**src/design/hbbc_pkg.sv**
```systemverilog
`default_nettype none
// ----------------------------------------------------------------------------
// hbbc_pkg: shared types and constants of the block buffer cache
// Request and status codes, field widths, and the structs that run
// between the control logic and the row of slot cells.
// ----------------------------------------------------------------------------
package hbbc_pkg;

	localparam int unsigned SLOT_W = 5;
	localparam int unsigned DEV_W = 16;
	localparam int unsigned BLK_W = 32;
	localparam int unsigned CNT_W = 8;

	localparam logic [CNT_W-1:0] COUNT_LIMIT = 8'hFF;

	localparam int unsigned NUM_SLOTS_DEF = 30;

	typedef enum logic [1:0] {
		REQ_GET = 2'd0,
		REQ_RELEASE = 2'd1,
		REQ_PIN = 2'd2,
		REQ_UNPIN = 2'd3
	} req_t;

	typedef enum logic [1:0] {
		ST_OK = 2'd0,
		ST_NO_FREE = 2'd1,
		ST_ZERO = 2'd2,
		ST_LIMIT = 2'd3
	} status_t;

	// carried from cell to cell along the row, lowest slot first
	typedef struct packed {
		logic hit;
		logic hit_max;
		logic hit_inval;
		logic [SLOT_W-1:0] hit_idx;
		logic free;
		logic [SLOT_W-1:0] free_idx;
		logic sel_zero;
		logic sel_max;
	} chain_t;

	// broadcast from the control logic to every cell
	typedef struct packed {
		logic cmp;
		logic go;
		logic hit_inc;
		logic alloc;
		logic pin;
		logic dec;
		logic release_op;
		logic [DEV_W-1:0] dev;
		logic [BLK_W-1:0] blk;
		logic [SLOT_W-1:0] slot;
	} cmd_t;

endpackage
`default_nettype wire

```
**src/design/hbbc_cell.sv**
```systemverilog
`default_nettype none
// ----------------------------------------------------------------------------
// hbbc_cell: one buffer slot
// Holds the tag, valid flag, reference count and bucket membership of one
// slot, compares the tag against the request and takes its place in the
// priority chain that picks the first hit and the first free slot.
// ----------------------------------------------------------------------------
module hbbc_cell #(
	parameter int unsigned IDX = 0
) (
	input wire logic clk,
	input wire logic arst_n,
	input wire hbbc_pkg::cmd_t cmd,
	input wire hbbc_pkg::chain_t chain_in,
	output hbbc_pkg::chain_t chain_out
);
	import hbbc_pkg::*;

	localparam logic [SLOT_W-1:0] IDX_V = SLOT_W'(IDX);

	logic [DEV_W-1:0] dev_q;
	logic [BLK_W-1:0] blk_q;
	logic valid_q;
	logic [CNT_W-1:0] cnt_q;
	logic member_q;
	logic match_s1;

	logic is_sel;
	logic zero;
	logic at_max;
	logic first_hit;
	logic first_free;

	always_comb begin
		is_sel = (cmd.slot == IDX_V);
		zero = (cnt_q == '0);
		at_max = (cnt_q == COUNT_LIMIT);
		first_hit = match_s1 && !chain_in.hit;
		first_free = zero && !chain_in.free;

		chain_out = chain_in;
		if (first_hit) begin
			chain_out.hit = 1'b1;
			chain_out.hit_max = at_max;
			chain_out.hit_inval = !valid_q;
			chain_out.hit_idx = IDX_V;
		end
		if (first_free) begin
			chain_out.free = 1'b1;
			chain_out.free_idx = IDX_V;
		end
		if (is_sel) begin
			chain_out.sel_zero = zero;
			chain_out.sel_max = at_max;
		end
	end

	// member_q stands for this slot's bit in the bucket of its own tag
	always_ff @(posedge clk or negedge arst_n) begin
		if (!arst_n) begin
			valid_q <= 1'b0;
			cnt_q <= '0;
			member_q <= 1'b0;
			match_s1 <= 1'b0;
		end else begin
			if (cmd.cmp) begin
				match_s1 <= member_q && (dev_q == cmd.dev) && (blk_q == cmd.blk);
			end
			if (cmd.go) begin
				if (cmd.hit_inc && first_hit) begin
					cnt_q <= cnt_q + CNT_W'(1);
					valid_q <= 1'b1;
				end else if (cmd.alloc && first_free) begin
					cnt_q <= CNT_W'(1);
					valid_q <= 1'b1;
					member_q <= 1'b1;
				end else if (cmd.pin && is_sel) begin
					cnt_q <= cnt_q + CNT_W'(1);
				end else if (cmd.dec && is_sel) begin
					cnt_q <= cnt_q - CNT_W'(1);
					if (cmd.release_op && cnt_q == CNT_W'(1)) begin
						member_q <= 1'b0;
					end
				end
			end
		end
	end

	always_ff @(posedge clk) begin
		if (cmd.go && cmd.alloc && first_free) begin
			dev_q <= cmd.dev;
			blk_q <= cmd.blk;
		end
	end

endmodule
`default_nettype wire

```
**src/design/hashed_block_buffer_cache_core.sv**
```systemverilog
`default_nettype none
// ----------------------------------------------------------------------------
// hashed_block_buffer_cache_core: slot manager of a disk block buffer cache
// Serves get, release, pin and unpin requests over a row of slot cells
// with reference counts and per-bucket membership.
// ----------------------------------------------------------------------------
//  channel   handshake                payload
//  request   in_valid / in_stall      req_type, device_id, block_number, slot_index
//  result    out_valid / out_stall    slot_out, was_hit, needs_read, status
//
//  A request passes capture, tag compare in every cell, then the
//  priority chain through the cell row picks the slot and the state updates.
//  One request is in flight at a time; the next is taken once the previous
//  result has moved into the output register.
//  Reset clears all counts, valid flags and bucket membership.
//  A stalled result holds the last stage until the output register frees.
// ----------------------------------------------------------------------------
module hashed_block_buffer_cache_core #(
	parameter int unsigned NUM_SLOTS = hbbc_pkg::NUM_SLOTS_DEF
) (
	input wire logic clk,
	input wire logic arst_n,
	input wire logic in_valid,
	output logic in_stall,
	input wire logic [1:0] req_type,
	input wire logic [hbbc_pkg::DEV_W-1:0] device_id,
	input wire logic [hbbc_pkg::BLK_W-1:0] block_number,
	input wire logic [hbbc_pkg::SLOT_W-1:0] slot_index,
	output logic out_valid,
	input wire logic out_stall,
	output logic [hbbc_pkg::SLOT_W-1:0] slot_out,
	output logic was_hit,
	output logic needs_read,
	output logic [1:0] status
);
	import hbbc_pkg::*;

	typedef enum logic [2:0] {
		S_IDLE = 3'b001,
		S_CMP = 3'b010,
		S_SEL = 3'b100
	} state_t;

	state_t state_q;

	req_t rq_type_q;
	logic [DEV_W-1:0] rq_dev_q;
	logic [BLK_W-1:0] rq_blk_q;
	logic [SLOT_W-1:0] rq_slot_q;

	logic res_valid_q;
	logic [SLOT_W-1:0] res_slot_q;
	logic res_hit_q;
	logic res_read_q;
	status_t res_status_q;

	chain_t link [NUM_SLOTS+1];
	chain_t tail;
	cmd_t cmd;

	logic accept;
	logic sel_go;
	logic slot_ok;
	logic sel_zero;
	logic sel_max;
	logic [SLOT_W-1:0] nx_slot;
	logic nx_hit;
	logic nx_read;
	status_t nx_status;
	logic do_hit_inc;
	logic do_alloc;
	logic do_pin;
	logic do_dec;

	assign link[0] = '0;
	assign tail = link[NUM_SLOTS];

	for (genvar i = 0; i < NUM_SLOTS; i++) begin : g_cell
		hbbc_cell #(
			.IDX(i)
		) u_cell (
			.clk(clk),
			.arst_n(arst_n),
			.cmd(cmd),
			.chain_in(link[i]),
			.chain_out(link[i+1])
		);
	end

	assign in_stall = (state_q != S_IDLE);
	assign accept = in_valid && !in_stall;
	assign sel_go = (state_q == S_SEL) && (!res_valid_q || !out_stall);

	// a slot index past the row reports both count zero and count at the limit
	assign slot_ok = ({1'b0, rq_slot_q} < (SLOT_W+1)'(NUM_SLOTS));
	assign sel_zero = slot_ok ? tail.sel_zero : 1'b1;
	assign sel_max = slot_ok ? tail.sel_max : 1'b1;

	always_comb begin
		nx_slot = rq_slot_q;
		nx_hit = 1'b0;
		nx_read = 1'b0;
		nx_status = ST_OK;
		do_hit_inc = 1'b0;
		do_alloc = 1'b0;
		do_pin = 1'b0;
		do_dec = 1'b0;
		unique case (rq_type_q) inside
			REQ_GET: begin
				if (tail.hit) begin
					nx_slot = tail.hit_idx;
					nx_hit = 1'b1;
					if (tail.hit_max) begin
						nx_status = ST_LIMIT;
					end else begin
						nx_read = tail.hit_inval;
						do_hit_inc = 1'b1;
					end
				end else if (tail.free) begin
					nx_slot = tail.free_idx;
					nx_read = 1'b1;
					do_alloc = 1'b1;
				end else begin
					nx_slot = '0;
					nx_status = ST_NO_FREE;
				end
			end
			REQ_PIN: begin
				if (sel_max) begin
					nx_status = ST_LIMIT;
				end else begin
					do_pin = 1'b1;
				end
			end
			REQ_RELEASE, REQ_UNPIN: begin
				if (sel_zero) begin
					nx_status = ST_ZERO;
				end else begin
					do_dec = 1'b1;
				end
			end
			default: begin
				nx_status = ST_OK;
			end
		endcase
	end

	always_comb begin
		cmd.cmp = (state_q == S_CMP);
		cmd.go = sel_go;
		cmd.hit_inc = do_hit_inc;
		cmd.alloc = do_alloc;
		cmd.pin = do_pin;
		cmd.dec = do_dec;
		cmd.release_op = (rq_type_q == REQ_RELEASE);
		cmd.dev = rq_dev_q;
		cmd.blk = rq_blk_q;
		cmd.slot = rq_slot_q;
	end

	always_ff @(posedge clk or negedge arst_n) begin
		if (!arst_n) begin
			state_q <= S_IDLE;
			res_valid_q <= 1'b0;
		end else begin
			unique case (state_q)
				S_IDLE: begin
					if (accept) begin
						state_q <= S_CMP;
					end
				end
				S_CMP: begin
					state_q <= S_SEL;
				end
				S_SEL: begin
					if (sel_go) begin
						state_q <= S_IDLE;
					end
				end
				default: begin
					state_q <= S_IDLE;
				end
			endcase
			if (sel_go) begin
				res_valid_q <= 1'b1;
			end else if (!out_stall) begin
				res_valid_q <= 1'b0;
			end
		end
	end

	always_ff @(posedge clk) begin
		if (accept) begin
			rq_type_q <= req_t'(req_type);
			rq_dev_q <= device_id;
			rq_blk_q <= block_number;
			rq_slot_q <= slot_index;
		end
		if (sel_go) begin
			res_slot_q <= nx_slot;
			res_hit_q <= nx_hit;
			res_read_q <= nx_read;
			res_status_q <= nx_status;
		end
	end

	assign out_valid = res_valid_q;
	assign slot_out = res_slot_q;
	assign was_hit = res_hit_q;
	assign needs_read = res_read_q;
	assign status = res_status_q;

endmodule
`default_nettype wire
```
**config.mk**
```make
export PLATFORM = sky130hd
export DESIGN_NAME = hashed_block_buffer_cache_core
export DESIGN_NICKNAME = d
export VERILOG_FILES = /design/src/design/hbbc_pkg.sv /design/src/design/hbbc_cell.sv /design/src/design/hashed_block_buffer_cache_core.sv
export SDC_FILE = /design/constraint.sdc
export NUM_CORES = 2
export LEC_CHECK = 0
export BUFFER_PORTS_ARGS = -buffer_cell sky130_fd_sc_hd__buf_4
export CORE_MARGIN = 4
export CORE_UTILIZATION = 58
export DETAILED_ROUTE_END_ITERATION = 12
export PLACE_DENSITY = 0.74
export SYNTH_ARGS = -nofsm -noshare
export SYNTH_HDL_FRONTEND = slang
export SYNTH_HIERARCHICAL = 1
export SYNTH_SLANG_ARGS = --single-unit
```
**constraint.sdc**
```tcl
create_clock -name clk -period 14.55 [get_ports clk]
set_input_delay 2.91 -clock clk [delete_from_list [all_inputs] [get_ports clk]]
set_output_delay 2.91 -clock clk [all_outputs]
set_load 0.01 [all_outputs]
```
==> impl_metrics.toml <==
[global_route]
grt_start_max_net_pins = 113
grt_antenna_before_repair = 7
grt_pass1_wl_mm = 400
first_global_vias = 65400
globalRouteOverflowTotal = 0
global_route.usage.total_pct = 30.1

[setup_path]
worstReg2RegStart = "g_cell[0].u_cell/match_s1"
worstPathBufferInverterCount = 2
setup.worst_path.start = "g_cell[0].u_cell/match_s1"
worst_setup_path_start_kind = "flop"
worst_path_most_repeated_cell = "or2_2"
worst-r2r-setup-slack_ns = 0.97
crit_path_end = "g_cell[15].u_cell/dev_q[13]"
ff2ff_path_depth = 37
critical_path.max_fanout = 49
slowest_cell_on_the_critical_path = "and2_2"
critical_path.top_delay_family = "simple AND/OR/NAND/NOR gates"
endpoint_kind = "flop"
crit_required_ns = 14.98
worst-setup-path-type = "reg2reg"
worst-endpoint-arrival_ns = 14.00
number_of_logic_stages_on_the_critical_path_including_buffering = 37
critPathMaxStageDelay_ns = 1.02
reg2reg_to = "g_cell[15].u_cell/dev_q[13]"

[detailed_routing]
drtPass1Iterations = 8
drc = 0
vias = 67600
viasPerCell = 6.47
wl_per_cell_um = 25.4
ant_nets = 0
drt_iter0_drc = 7539
wl_mm = 266

[pwr]
power_switching_uw = 4210
p_clk_share_pct = 35.3
leakagePower_uw = 0.0359
internal-power_uw = 9790
seq_power_share_pct = 43.4
pwr_density_cell_nw_per_um2 = 133
combinationalPowerShare_pct = 21.2
sw_frac_of_total_pct = 30.1
irDropWorstVdd_v = 0.000166

[synth]
synthTopCellsByCount = "edfxtp_1, xnor2_1, xor2_1"
synth_async_sr_flop_share_pct = 18.2
post-synth-top-area-fraction_pct = 47.2
synth_edf_count = 1504
synth_top_area_cell = "edfxtp_1"
yosysWarnings = 6
synth.most_common_cell = "edfxtp_1"
synth.avg_cell_area_um2 = 12.2
netlist_instances = 7858
synth_seq_cells = 1838
synth_flop_cell = "edfxtp_1"
yosys.cell_types.count = 134
synth.yosys.seq_area_share_pct = 55.9
most_area_consuming_cells_after_synthesis = "edfxtp_1, dfrtp_1, xnor2_1, xor2_1, nand4_1"
synth.cell_area_um2 = 95700

[cts]
clock_latency_of_the_later_clocked_register_in_the_worst_skew_pair_ns = 0.86
cts_root_buf = "clkbuf_16"
cts_buffers = 189
cts_buffer_depth = 3
ctsResizeCount = 0
clk_pin_slew_ns = 0.06
clock-sinks = 1838
tritoncts = "built"
post-cts-setup-buffer-count = 0
cts_hold_buffers = 0
cts_htree_levels = 4

[timing]
hold_slack_ns = 0.451
slew-limit-headroom_pct = 15.2
setup_repair_after_global_routing_missed_its_margin = "no"
timing.final.hold_violations = 0
timing.setup.tns_ns = 0
total_count_of_max_transition_violations_in_the_final_report = 0
finalSetupViolCount = 0
finalWorstSetupSlack_ns = 0.975
final.min_clock_period_ns = 13.58
clock_skew_ns = 0.0840
timing_worst_slew_pin_value_ns = 1.27
final_period_utilization_pct = 93.3
fmax_mhz = 73.7

[job]
maxCapViolCount = 0

[floorplanning]
design.core.area_um2 = 163000
num_rows = 148
start_util_pct = 58.6
die_area_um2 = 172000
die_width_um = 414
io_pins = 70
fp.dieH_um = 414

[finish]
share_of_cells_above_drive_strength_1_pct = 11.4
areaGrowthSynthToFinish_pct = 10.1
diodes = 0
fin_cells = 10400
layout.nets = 8288
fin_area_um2 = 105000

[placement]
placed_cell_area_um2 = 99000
placement.io_buffers = 69
post-dp-hpwl_mm = 161
dp_slack_ns = 1.13
post-place-cells = 10100
place.gp.congestion = 0.908

[status]
outcome = "finished clean"

[hold_path]
holdCritPathClass = "reg2reg"
==> routing by layer <==
| metal | GRT usage, % | part of all wire [%] |
|---|---|---|
| met1 | 41.5 | 40 |
| met3 | 5.01 | 8.9 |
| met5 | 0 | 0 |
| met2 | 48.5 | 47 |
| met4 | 10.8 | 3.7 |
==> worst min-delay path by stage <==
stage	from	endpoint	slack, ns	cells after the start
after floorplan	g_cell[0].u_cell/valid_q	g_cell[0].u_cell/valid_q	0.42	1
after global placement	g_cell[23].u_cell/valid_q	g_cell[23].u_cell/valid_q	0.43	1
after detailed placement	g_cell[18].u_cell/valid_q	g_cell[18].u_cell/valid_q	0.44	1
after CTS	g_cell[18].u_cell/valid_q	g_cell[18].u_cell/valid_q	0.45	1
after global routing	g_cell[11].u_cell/valid_q	g_cell[11].u_cell/valid_q	0.46	1
final	g_cell[23].u_cell/valid_q	g_cell[23].u_cell/valid_q	0.45	1
==> metrics by stage <==
stage | utilization (%) | power, uW
detailed placement | 60.6 | 9100
finish | 64.5 | 14000
CTS | 64.5 | 14000
global route | 64.5 | 14500
global placement | 60.6 | 9040
floorplan | - | 8030
==> cell type report <==
class / count / area (um^2)
Sequential cell: 1838 / 53500
Clock inverter: 98 / 1220
Timing Repair Buffer: 227 / 1850
Clock buffer: 254 / 5160
Fill cell: 12200 / 57900
Tap cell: 2175 / 2720
Inverter: 333 / 1250
Multi-Input combinational cell: 5520 / 39600
==> logic make-up (layout without fill, tap and decap cells) <==
family                   after synthesis  count (layout)  synth area share [%]
multiplexers                          93              93                  1.04
adder cells (fa/ha/maj)              120             120                  1.57
buffers and inverters                518             912                  2.82
AND/OR/NAND/NOR                     2604            2604                  16.1
XOR/XNOR                            1283            1283                  11.7
flip-flops                          1838            1838                  55.9
AO/OA/AOI/OAI                       1401            1401                  10.7
other                                  1              19               0.00392
==> worst register-to-register path: cells and delay by family (launching register included) <==
family | cells | cell delay, ns
flops | 1 | 0.40
simple gates | 35 | 12.23
buf+inv | 2 | 0.50
==> layout by cell type (no fill, tap or decap), drive strengths merged, types with 110 or more instances in the layout <==
master     n
nand3    208
xnor2    802
nor3     187
nor2     354
inv      335
edfxtp  1504
xor2     481
nor2b    110
nand2b   197
nand2    341
and2     151
dfrtp    333
nor4     218
nand4    288
a21oi    235
ha       120
buf      227
o21ai    315
clkbuf   254
==> registers in the layout, indices dropped and copies added (netlist names) <==
register,count
g_cell.u_cell/dev_q,480
g_cell.u_cell/member_q,30
was_hit,1
slot_out,5
needs_read,1
status,2
g_cell.u_cell/match_s1,30
rq_slot_q,5
g_cell.u_cell/valid_q,30
rq_dev_q,16
state_q,3
out_valid,1
rq_blk_q,32
rq_type_q,2
g_cell.u_cell/cnt_q,240
g_cell.u_cell/blk_q,960
==> power by group through the flow <==
| stage | clock, uW | sequential [uW] | combinational (uW) |
|---|---|---|---|
| 6_report | 4950 | 6080 | 2970 |
| 3_3_place_gp | 0 | 6180 | 2860 |
| 4_1_cts | 5020 | 6080 | 2940 |
| 2_1_floorplan | 0 | 6570 | 1460 |
| 5_1_grt | 5250 | 6090 | 3150 |
| 3_5_place_dp | 0 | 6190 | 2920 |
Note: power is estimated with default switching activity, not from simulation.
